## src/design/bsas_pkg.sv

```systemverilog
// Shared types and constants for the signed BCD add, subtract and shift block.
`timescale 1ns / 1ps

package bsas_pkg;

  localparam int MAG_W      = 64;
  localparam int LEN_W      = 5;
  localparam int CNT_W      = 4;
  localparam int MAX_DIGITS = 16;

  typedef enum logic [1:0] {
    OP_ADD = 2'd0,
    OP_SUB = 2'd1,
    OP_SHL = 2'd2,
    OP_SHR = 2'd3
  } opcode_t;

  typedef enum logic [1:0] {
    ST_OK      = 2'd0,
    ST_POS_OVF = 2'd1,
    ST_NEG_OVF = 2'd2,
    ST_RANGE   = 2'd3
  } status_t;

  typedef struct packed {
    opcode_t              opcode;
    logic                 a_sign;
    logic [MAG_W-1:0]     a_magnitude;
    logic                 b_sign;
    logic [MAG_W-1:0]     b_magnitude;
    logic [CNT_W-1:0]     shift_count;
  } in_word_t;

  typedef struct packed {
    logic                 result_sign;
    logic [MAG_W-1:0]     result_magnitude;
    logic [LEN_W-1:0]     result_length;
    status_t              status;
  } res_word_t;

endpackage

```

## src/design/bsas_if.sv

```systemverilog
// Valid/ready channel interfaces for operation words and result words.
`timescale 1ns / 1ps

interface bsas_in_if;
  import bsas_pkg::*;

  logic               valid;
  logic               ready;
  logic [1:0]         opcode;
  logic               a_sign;
  logic [MAG_W-1:0]   a_magnitude;
  logic               b_sign;
  logic [MAG_W-1:0]   b_magnitude;
  logic [CNT_W-1:0]   shift_count;

  modport source (
    output valid, opcode, a_sign, a_magnitude, b_sign, b_magnitude, shift_count,
    input  ready
  );

  modport sink (
    input  valid, opcode, a_sign, a_magnitude, b_sign, b_magnitude, shift_count,
    output ready
  );
endinterface

interface bsas_out_if;
  import bsas_pkg::*;

  logic               valid;
  logic               ready;
  logic               result_sign;
  logic [MAG_W-1:0]   result_magnitude;
  logic [LEN_W-1:0]   result_length;
  logic [1:0]         status;

  modport source (
    output valid, result_sign, result_magnitude, result_length, status,
    input  ready
  );

  modport sink (
    input  valid, result_sign, result_magnitude, result_length, status,
    output ready
  );
endinterface

```

## src/design/bcd_signed_add_sub_shift_top.sv

```systemverilog
// Top level of the signed BCD add, subtract and shift block.
// Path: an accepted word is held in the input register, goes through the combinational
// ALU and is loaded into the result register, which drives the output handshake.
// Throughput: one word per cycle unless the output stalls; input and result registers form
// a two-entry pipeline; input is taken while a result waits if the input register is free.
// Reset: synchronous, active low; clears both valid flags, no payload reset.
`timescale 1ns / 1ps

module bcd_signed_add_sub_shift_top #(
  parameter int DIGITS = 16
) (
  input  logic        clk,
  input  logic        rst_n,
  bsas_in_if.sink     in_ch,
  bsas_out_if.source  out_ch
);
  import bsas_pkg::*;

  in_word_t   in_word;
  in_word_t   s1_word_r;
  logic       s1_valid_r;
  res_word_t  alu_res;
  res_word_t  out_word_r;
  logic       out_valid_r;
  logic       adv;
  logic       in_ready;
  logic       in_fire;

  assign in_word.opcode      = opcode_t'(in_ch.opcode);
  assign in_word.a_sign      = in_ch.a_sign;
  assign in_word.a_magnitude = in_ch.a_magnitude;
  assign in_word.b_sign      = in_ch.b_sign;
  assign in_word.b_magnitude = in_ch.b_magnitude;
  assign in_word.shift_count = in_ch.shift_count;

  assign adv         = !out_valid_r || out_ch.ready;
  assign in_ready    = !s1_valid_r || adv;
  assign in_fire     = in_ch.valid && in_ready;
  assign in_ch.ready = in_ready;

  bsas_alu #(
    .DIGITS (DIGITS)
  ) u_alu (
    .in_word  (s1_word_r),
    .res_word (alu_res)
  );

  always_ff @(posedge clk) begin
    if (!rst_n) begin
      s1_valid_r  <= 1'b0;
      out_valid_r <= 1'b0;
    end else begin
      if (in_ready) s1_valid_r <= in_ch.valid;
      if (adv) out_valid_r <= s1_valid_r;
    end
  end

  always_ff @(posedge clk) begin
    if (in_fire) s1_word_r <= in_word;
    if (adv && s1_valid_r) out_word_r <= alu_res;
  end

  assign out_ch.valid            = out_valid_r;
  assign out_ch.result_sign      = out_word_r.result_sign;
  assign out_ch.result_magnitude = out_word_r.result_magnitude;
  assign out_ch.result_length    = out_word_r.result_length;
  assign out_ch.status           = out_word_r.status;

  a_err_clears : assert property (@(posedge clk) disable iff (!rst_n)
    out_valid_r && (out_word_r.status != ST_OK) |->
      (out_word_r.result_magnitude == '0) && !out_word_r.result_sign &&
      (out_word_r.result_length == LEN_W'(1)))
    else $error("error result carries nonzero payload");

  a_full_stall : assert property (@(posedge clk) disable iff (!rst_n)
    s1_valid_r && out_valid_r && !out_ch.ready |-> !in_ch.ready)
    else $error("input taken while pipeline is full");

  a_fire_loads : assert property (@(posedge clk) disable iff (!rst_n)
    in_fire |=> s1_valid_r)
    else $error("accepted word lost from input register");

  a_len_range : assert property (@(posedge clk) disable iff (!rst_n)
    out_valid_r |-> (out_word_r.result_length >= LEN_W'(1)) &&
      (out_word_r.result_length <= LEN_W'(DIGITS)))
    else $error("result length out of range");

endmodule

```

## src/design/bsas_alu.sv

```systemverilog
// Combinational decimal add, subtract and digit shift on sign-magnitude BCD words.
`timescale 1ns / 1ps

module bsas_alu #(
  parameter int DIGITS = 16
) (
  input  bsas_pkg::in_word_t  in_word,
  output bsas_pkg::res_word_t res_word
);
  import bsas_pkg::*;

  localparam int W = 4 * DIGITS;

  function automatic logic [W-1:0] clean(input logic [W-1:0] x);
    logic [W-1:0] r;
    for (int i = 0; i < DIGITS; i++) begin
      r[4*i +: 4] = (x[4*i +: 4] > 4'd9) ? 4'd9 : x[4*i +: 4];
    end
    return r;
  endfunction

  function automatic logic [W-1:0] nines(input logic [W-1:0] x);
    logic [W-1:0] r;
    for (int i = 0; i < DIGITS; i++) begin
      r[4*i +: 4] = 4'd9 - x[4*i +: 4];
    end
    return r;
  endfunction

  function automatic logic [LEN_W-1:0] len_of(input logic [W-1:0] x);
    logic [LEN_W-1:0] len;
    len = LEN_W'(1);
    for (int i = 0; i < DIGITS; i++) begin
      if (x[4*i +: 4] != 4'd0) len = LEN_W'(i + 1);
    end
    return len;
  endfunction

  // Decimal add with digit carries resolved by one binary carry chain.
  function automatic logic [W:0] bcd_add(input logic [W-1:0] x, input logic [W-1:0] y,
                                         input logic cin);
    logic [4:0]        raw [DIGITS];
    logic [DIGITS-1:0] g;
    logic [DIGITS-1:0] t;
    logic [DIGITS:0]   csum;
    logic [DIGITS:0]   c;
    logic [4:0]        fix;
    logic [W-1:0]      s;
    for (int i = 0; i < DIGITS; i++) begin
      raw[i] = {1'b0, x[4*i +: 4]} + {1'b0, y[4*i +: 4]};
      g[i]   = raw[i] > 5'd9;
      t[i]   = raw[i] >= 5'd9;
    end
    csum = {1'b0, t} + {1'b0, g} + {{DIGITS{1'b0}}, cin};
    c    = csum ^ {1'b0, t} ^ {1'b0, g};
    for (int i = 0; i < DIGITS; i++) begin
      fix = raw[i] + {4'd0, c[i]};
      if (fix > 5'd9) fix = fix + 5'd6;
      s[4*i +: 4] = fix[3:0];
    end
    return {c[DIGITS], s};
  endfunction

  logic [W-1:0]       a;
  logic [W-1:0]       b;
  logic               ea;
  logic               eb;
  logic [W:0]         s_ab;
  logic [W:0]         d_ab;
  logic [W:0]         d_ba;
  logic [LEN_W-1:0]   len_a;
  logic [5:0]         sh_amt;
  logic [W-1:0]       up;
  logic [W-1:0]       dn;
  logic               up_bad;
  logic               dn_bad;
  logic [W-1:0]       mag;
  logic               sgn;
  status_t            st;

  assign a      = clean(in_word.a_magnitude[W-1:0]);
  assign b      = clean(in_word.b_magnitude[W-1:0]);
  assign ea     = in_word.a_sign;
  assign eb     = in_word.b_sign ^ (in_word.opcode == OP_SUB);
  assign s_ab   = bcd_add(a, b, 1'b0);
  assign d_ab   = bcd_add(a, nines(b), 1'b1);
  assign d_ba   = bcd_add(b, nines(a), 1'b1);
  assign len_a  = len_of(a);
  assign sh_amt = {in_word.shift_count, 2'b00};
  assign up     = a << sh_amt;
  assign dn     = a >> sh_amt;
  assign up_bad = ({1'b0, len_a} + {2'b00, in_word.shift_count}) > 6'(DIGITS - 1);
  assign dn_bad = {1'b0, in_word.shift_count} >= len_a;

  always_comb begin
    mag = '0;
    sgn = 1'b0;
    st  = ST_OK;
    unique case (in_word.opcode) inside
      OP_ADD, OP_SUB: begin
        if (ea == eb) begin
          if (s_ab[W]) begin
            st = ea ? ST_NEG_OVF : ST_POS_OVF;
          end else begin
            mag = s_ab[W-1:0];
            sgn = ea;
          end
        end else if (d_ab[W]) begin
          mag = d_ab[W-1:0];
          sgn = ea;
        end else begin
          mag = d_ba[W-1:0];
          sgn = eb;
        end
        sgn = sgn & (mag != '0);
      end
      OP_SHL: begin
        if (up_bad) begin
          st = ST_RANGE;
        end else begin
          mag = up;
          sgn = ea;
        end
      end
      OP_SHR: begin
        if (dn_bad) begin
          st = ST_RANGE;
        end else begin
          mag = dn;
          sgn = ea;
        end
      end
      default: begin
        st = ST_OK;
      end
    endcase
  end

  assign res_word.result_sign      = sgn;
  assign res_word.result_magnitude = MAG_W'(mag);
  assign res_word.result_length    = len_of(mag);
  assign res_word.status           = st;

endmodule

```

## src/flat_wrapper.sv

```systemverilog
// flat-port wrapper written by rule: the top's interface ports become plain ports
module bcd_signed_add_sub_shift_top_flat import bsas_pkg::*;
#(
  parameter int DIGITS = 16
)
  (clk, rst_n, in_ch_valid, in_ch_opcode, in_ch_a_sign, in_ch_a_magnitude, in_ch_b_sign, in_ch_b_magnitude, in_ch_shift_count, in_ch_ready, out_ch_valid, out_ch_result_sign, out_ch_result_magnitude, out_ch_result_length, out_ch_status, out_ch_ready);
  bsas_in_if in_ch_i ();
  bsas_out_if out_ch_i ();
  input  logic clk;
  input  logic rst_n;
  input wire logic [$bits(in_ch_i.valid)-1:0] in_ch_valid;
  input wire logic [$bits(in_ch_i.opcode)-1:0] in_ch_opcode;
  input wire logic [$bits(in_ch_i.a_sign)-1:0] in_ch_a_sign;
  input wire logic [$bits(in_ch_i.a_magnitude)-1:0] in_ch_a_magnitude;
  input wire logic [$bits(in_ch_i.b_sign)-1:0] in_ch_b_sign;
  input wire logic [$bits(in_ch_i.b_magnitude)-1:0] in_ch_b_magnitude;
  input wire logic [$bits(in_ch_i.shift_count)-1:0] in_ch_shift_count;
  output wire logic [$bits(in_ch_i.ready)-1:0] in_ch_ready;
  output wire logic [$bits(out_ch_i.valid)-1:0] out_ch_valid;
  output wire logic [$bits(out_ch_i.result_sign)-1:0] out_ch_result_sign;
  output wire logic [$bits(out_ch_i.result_magnitude)-1:0] out_ch_result_magnitude;
  output wire logic [$bits(out_ch_i.result_length)-1:0] out_ch_result_length;
  output wire logic [$bits(out_ch_i.status)-1:0] out_ch_status;
  input wire logic [$bits(out_ch_i.ready)-1:0] out_ch_ready;
  assign in_ch_i.valid = in_ch_valid;
  assign in_ch_i.opcode = in_ch_opcode;
  assign in_ch_i.a_sign = in_ch_a_sign;
  assign in_ch_i.a_magnitude = in_ch_a_magnitude;
  assign in_ch_i.b_sign = in_ch_b_sign;
  assign in_ch_i.b_magnitude = in_ch_b_magnitude;
  assign in_ch_i.shift_count = in_ch_shift_count;
  assign in_ch_ready = in_ch_i.ready;
  assign out_ch_valid = out_ch_i.valid;
  assign out_ch_result_sign = out_ch_i.result_sign;
  assign out_ch_result_magnitude = out_ch_i.result_magnitude;
  assign out_ch_result_length = out_ch_i.result_length;
  assign out_ch_status = out_ch_i.status;
  assign out_ch_i.ready = out_ch_ready;
  bcd_signed_add_sub_shift_top #(.DIGITS(DIGITS)) u_core (.clk(clk), .rst_n(rst_n), .in_ch(in_ch_i), .out_ch(out_ch_i));
endmodule
```

## config.mk

```make
export PLATFORM = sky130hd
export DESIGN_NAME = bcd_signed_add_sub_shift_top_flat
export DESIGN_NICKNAME = d
export VERILOG_FILES = /design/src/design/bsas_pkg.sv /design/src/design/bsas_if.sv /design/src/design/bcd_signed_add_sub_shift_top.sv /design/src/design/bsas_alu.sv /design/src/flat_wrapper.sv
export SDC_FILE = /design/constraint.sdc
export NUM_CORES = 2
export LEC_CHECK = 0
export ABC_AREA = 1
export BUFFER_PORTS_ARGS = -buffer_cell sky130_fd_sc_hd__buf_2
export CELL_PAD_IN_SITES_DETAIL_PLACEMENT = 1
export CELL_PAD_IN_SITES_GLOBAL_PLACEMENT = 2
export CORE_ASPECT_RATIO = 0.8
export CORE_MARGIN = 4
export CORE_UTILIZATION = 39
export CTS_BUF_LIST = sky130_fd_sc_hd__clkbuf_8 sky130_fd_sc_hd__clkbuf_16
export DETAILED_ROUTE_END_ITERATION = 10
export PLACE_DENSITY = 0.9
export SKIP_LAST_GASP = 1
export SLEW_MARGIN = 20
export SYNTH_ARGS = -nofsm -noshare
export SYNTH_HDL_FRONTEND = slang
export SYNTH_SLANG_ARGS = --single-unit
```

## constraint.sdc

```tcl
create_clock -name clk -period 18.4 [get_ports clk]
set_input_delay 0.92 -clock clk [delete_from_list [all_inputs] [get_ports clk]]
set_output_delay 0.92 -clock clk [all_outputs]
set_load 0.03 [all_outputs]
```

* Word level (Yosys, flattened, before mapping) *
Cells that the tools add are included.

cells by class
  eq/ne operators = 4
  multipliers = 0
  mux-type cells = 129
  magnitude comparators = 178
  reductions and logical operators = 39
  shifts and indexed selects = 2
  add/subtract/negate cells = 182
  bitwise operators = 8
  divide/modulo/power cells = 0

operators by type and width
  kind                                                 count
  > comparator 5 x 4 -> 1 bit, second input constant   96
  2-to-1 mux 64 bit                                    6
  2-to-1 mux 4 bit                                     80
  adder 4 x 4 -> 5 bit                                 48
  adder 5 x 1 -> 5 bit                                 48
  >= comparator 5 x 4 -> 1 bit, second input constant  48
  adder 4 x 3 -> 4 bit, second input constant          48
  one-hot mux 64 bit (3 select lines)                  1
  2-to-1 mux 5 bit                                     27
  > comparator 4 bit, second input constant            32
  subtractor 4 bit, first input constant               32
  nonzero test 4 bit                                   30
  bitwise XOR 17 x 16 -> 17 bit                        4
  nonzero test 64 bit                                  1
  << shifter 64 x 6 -> 64 bit                          1
  right shift 64 x 6 -> 64 bit                         1
  adder 16 x 16 -> 17 bit                              2
  bitwise XOR 16 bit                                   2
  adder 17 x 1 -> 17 bit, second input constant        1
  adder 16 x 1 -> 16 bit, second input constant        1
  adder 16 bit                                         1
  2-to-1 mux 2 bit                                     7
  adder 5 x 4 -> 6 bit                                 1
  > comparator 6 x 4 -> 1 bit, second input constant   1
  14 further kinds                                     23

storage, ports and cells
  bits in writable memories = 0
  memory bits (read-only) = 0
  input port bits = 140
  register bits after elaboration = 210
  latch bits = 0
  memories = 0

* Depth between registers and ports, before layout *
  depth in word-level cells = 37
  depth in mapped cells = 51
  gate-level depth less buffers = 51

* Modules after synthesis *
From an unflattened synthesis, not the netlist that was laid out.

unflattened totals
  cells, all modules = 4,574
  area, all modules = 31,122.3 µm²

modules (own cells, without submodules)
  module                        area an instance (µm²)  cells each  times used  seq. area each (µm²)
  bsas_alu                      24,781.3                4,353       1           0.0
  bcd_signed_add_sub_shift_top  6,341.1                 221         1           6,286.0

* Worst setup path after synthesis *
OpenSTA, ideal clock, no wires.

  kind = reg-to-reg
  start = register u_core.s1_word_r[18] (netlist bit)
  end = register u_core.out_word_r (netlist bit u_core.out_ch.result_length[1]) (data pin)
  buffers on the path = 1
  arrival time = 6.069 ns
  required time = 18.270 ns
  stages on the path, launching flop included = 41
  period minus slack after synthesis = 6.199 ns
  slack = 12.201 ns
  path through = edfxtp_1 -> o21a_1 -> nor2_1 -> inv_1 -> ha_1 -> ha_1 -> xnor2_1 -> inv_1 -> nor2_1 -> nand3_1 -> nor2_1 -> nand3_1 -> nand2_1 -> inv_2 -> nand2_1 -> inv_1 -> a21oi_1 -> inv_1 -> [... 5 more ...] -> nand2_1 -> a32o_1 -> ha_1 -> ha_1 -> inv_1 -> xor2_1 -> ha_1 -> inv_1 -> nor2_1 -> o31ai_1 -> nand2_1 -> xnor2_1 -> nand2_1 -> a32oi_1 -> o211ai_1 -> or4_1 -> clkbuf_1 -> o21ba_1

RTL lines
  item                    RTL line                            source
  start, declared         bcd_signed_add_sub_shift_top.sv:20  in_word_t s1_word_r;
  start signal, assigned  bcd_signed_add_sub_shift_top.sv:59  if (in_fire) s1_word_r <= in_word;
  end signal, assigned    bcd_signed_add_sub_shift_top.sv:60  if (adv && s1_valid_r) out_word_r <= alu_res;
  end, declared           bcd_signed_add_sub_shift_top.sv:23  res_word_t out_word_r;

==> impl_metrics.csv <==
group,metric,value,unit
timing,maxSlewHeadroom,17.3,%
setup_path,critical_path.most_common_cell,"nand2_1",
timing,slew_violations,0,
detailed_routing,drt-vias-per-instance,5.57,
placed_design,routabilityCongestion,0.956,
die,die_h,260,um
yosys,synth_edf_count,208,
cells_and_area,n_fill_cell,10355,
detailed_routing,drtIter0Drc,2692,
placed_design,dp_cells,5659,
min_path,hold_path.class,"in2reg",
global_route,grt_usage,29.0,%
flow_run,maxCapViolations,0,
global_route,antenna_found_initial,7,
setup_path,cp-start-kind,"flop",
placed_design,dp_slack,10.19,ns
cells_and_area,drive_above_1_share,8.62,%
timing,max_freq,119,MHz
timing,setup_viol,0,
cells_and_area,fin_nets,5205,
clock_tree,cts_made_buffers,27,
global_route,overflow,0,
min_path,hold_start,"in_ch_a_sign",
pwr,total_power,3.47,mW
setup_path,r2r_cells,41,
placed_design,port_buffers,213,
setup_path,end_kind,"flop",
pwr,p_per_area,103,mW/mm2
setup_path,cp_slowest_cell,"nor4_1",
setup_path,critPathKind,"reg2reg",
timing,whs,0.454,ns
pwr,ir_drop,0.0666,mV
clock_tree,cts_setup_buffers,0,
timing,tns,0,ns
global_route,grt_pass1_vias,31338,
pwr,internal_power,1.68,mW
clock_tree,clk_pin_slew_worst_paths,0.08,ns
detailed_routing,antenna_left,0,
placed_design,dp_hpwl,104,mm
pwr,switching_share,51.6,%
setup_path,slowest_delay,0.51,ns
detailed_routing,via_count,31802,
timing,finalHoldViolCount,0,
die,coreArea,0.0787,mm2
yosys,syn_area,0.0310,mm2
die,fp.dieArea,0.0840,mm2
clock_tree,cts.sinks,210,
die,rows,92,
yosys,synthCells,4544,
detailed_routing,detail_route.wl_per_cell,22.1,um
timing,rsz0062_at_grt,"no",
clock_tree,clk_latency,0.64,ns
yosys,yosys.area.top_type,"edfxtp_1",
yosys,synth_area_leaders,"edfxtp_1 (20%), ha_1 (15%), nand2_1 (13%), inv_1 (8.3%), xor2_1 (5.7%)",
setup_path,path_max_fanout,5,
setup_path,r2r_start,"u_core.s1_word_r[74]$_DFFE_PP_",
global_route,grt_start_max_net_pins,78,
clock_tree,clockBufferDepth,3,
clock_tree,h-tree-depth,1,
cells_and_area,stdcell_count,5711,
yosys,async_flop_share,0,%
yosys,synth-main-ff-cell,"edfxtp_1",
timing,fin_crit,8.43,ns
yosys,syn_avg_cell_area,6.81,um2
timing,post-route-period-util,45.8,%
die,io_pins,214,
yosys,seq_area_frac_synth,20.3,%
pwr,power_frac_seq,17.8,%
setup_path,arrival,8.82,ns
yosys,ys_warn_count,0,
cells_and_area,area_growth,9.19,%
yosys,yosys.area.top_type_share,20.2,%
min_path,min_delay_path_depth,1,
pwr,p_clk_share,16.7,%
pwr,power_frac_comb,65.5,%
pwr,p_leak,16.5,nW
clock_tree,cts_tree,"done",
setup_path,required,18.80,ns
pwr,p_switching,1.79,mW
yosys,ys_ff_latch,210,
die,start_util,39.3,%
setup_path,r2r_slack,9.97,ns
clock_tree,cts-root-buf,"clkbuf_16",
yosys,synthDistinctLibCells,76,
clock_tree,holdBufCountCts,0,
clock_tree,post_cts_resized,0,
timing,finalWorstSetupSlack,9.97,ns
timing,finClkSkew,0.0456,ns
global_route,grt_pass1_wl,188,mm
detailed_routing,route.detailed.drc,0,
setup_path,reg2reg_to,"u_core.out_ch.result_sign$_DFFE_PP_",
detailed_routing,wl,126,mm
timing,worst_slew_pin_slew,1.22,ns
run_status,status,"complete, no violations",
die,die_w,323,um
min_path,whs_endpoint,"u_core.s1_word_r[133]$_DFFE_PP_",
detailed_routing,drtPass1Iterations,7,
[layout make-up]
type / instances / area (um2) / share of cell area, %
flip-flops and latches: 210 / 6290 / 18.6
multi-input cells: 3474 / 21400 / 63.2
inverters: 698 / 2630 / 7.77
repair buffers: 243 / 1290 / 3.83
clock inverters: 22 / 253 / 0.748
clock buffers: 27 / 676 / 2.00
diodes: 3 / 7.51 / 0.0222
well taps: 1034 / 1290 / 3.83
[routing by layer]
layer / track usage (%) / part of all wire [%] / vias up
met1: 41.9 / 47 / 15350
met4: 8.11 / 3.4 / 2
met2: 45.1 / 42 / 1038
met3: 4.18 / 7.3 / 186
li1: - / - / 15226
met5: 0 / 0.010 / -
[placed cells by master (no fill, tap or decap), types with 20 or more instances in the layout]
master / n
a21oi_1: 184
a31oi_1: 30
buf_2: 213
buf_4: 29
clkbuf_16: 27
edfxtp_1: 208
fa_1: 42
ha_1: 369
inv_1: 679
nand2_1: 1076
nand3_1: 291
nand4_1: 41
nor2_1: 392
nor3_1: 30
nor4_1: 29
o211ai_1: 50
o21a_1: 29
o21ai_0: 296
o22ai_1: 20
or2_2: 23
xnor2_1: 83
xor2_1: 201
[power by group through the flow]
stage / Sequential (mW) / Combinational (mW) / Clock, mW
6_report: 0.619 / 2.27 / 0.581
2_1_floorplan: 0.656 / 1.56 / 0
3_5_place_dp: 0.629 / 2.22 / 0
4_1_cts: 0.620 / 2.23 / 0.595
3_3_place_gp: 0.628 / 2.17 / 0
5_1_grt: 0.622 / 2.51 / 0.614
[cell usage after synthesis (16+ instances only)]
| cell type | n |
|---|---|
| ha_1 | 369 |
| nand4_1 | 41 |
| buf_2 | 16 |
| clkbuf_1 | 112 |
| and2_1 | 19 |
| xor2_1 | 201 |
| o211ai_1 | 50 |
| o31ai_1 | 17 |
| nor2_1 | 392 |
| o22ai_1 | 20 |
| nor4_1 | 32 |
| o21bai_1 | 18 |
| a31oi_1 | 30 |
| o21ai_0 | 296 |
| o21ai_1 | 17 |
| edfxtp_1 | 208 |
| a21oi_1 | 185 |
| buf_1 | 22 |
| a211oi_1 | 19 |
| xnor2_1 | 83 |
| inv_1 | 682 |
| nor3_1 | 30 |
| or2_2 | 23 |
| nand3_1 | 291 |
| o21a_1 | 29 |
| fa_1 | 42 |
| nand2_1 | 1076 |
[critical path: cells and delay by family, from the launching register on]
kind,cells,cell delay (ns)
AOI/OAI and AO/OA,9,2.15
xor gates and xnor gates,2,0.33
adders and majority gates,5,1.24
and+or+nand+nor,20,3.34
buffers and inverters,5,0.61
DFF,1,0.49
[stage by stage]
step / instance area (um2) / utilization (%)
6_report: 33800 / 42.9
5_1_grt: 33800 / 42.9
4_1_cts: 33800 / 42.9
3_5_place_dp: 32900 / 41.7
3_3_place_gp: 32900 / 41.7
2_1_floorplan: 31000 / -
[registers in the layout (all words and copies together), names as in the netlist]
signal,count
u_core.out_ch.valid,1
u_core.out_ch.result_magnitude,64
u_core.out_ch.result_length,5
u_core.out_ch.status,2
u_core.s1_word_r,136
u_core.s1_valid_r,1
u_core.out_ch.result_sign,1
[cell families (layout without fill, tap and decap cells)]
kind of cell             count (synthesis)  in the layout  share of synthesized area [%]
AND/OR/NAND/NOR                       1967           1967                           27.0
buffers and inverters                  861            990                           10.8
AO/OA/AOI/OAI                          780            780                           15.1
adder cells (fa/ha/maj)                411            411                           17.6
XOR/XNOR                               288            288                           8.24
flip-flops                             210            210                           20.3
multiplexers                            26             26                          0.897
other                                    1              5                         0.0121
[worst max path at each step]
stage | startpoint | end | cells after the start
global placement | u_core.s1_word_r[74]$_DFFE_PP_ | u_core.out_ch.result_length[1]$_SDFFCE_PP0P_ | 37
global route | u_core.s1_word_r[84]$_DFFE_PP_ | u_core.out_ch.result_length[3]$_SDFFCE_PP0P_ | 40
detailed placement | u_core.s1_word_r[84]$_DFFE_PP_ | u_core.out_ch.result_sign$_DFFE_PP_ | 43
finish | u_core.s1_word_r[74]$_DFFE_PP_ | u_core.out_ch.result_sign$_DFFE_PP_ | 41
CTS | u_core.s1_word_r[74]$_DFFE_PP_ | u_core.out_ch.result_length[1]$_SDFFCE_PP0P_ | 37
floorplan | u_core.s1_word_r[18]$_DFFE_PP_ | u_core.out_ch.result_length[1]$_SDFFCE_PP0P_ | 40
Power figures use the tool's default switching activity.
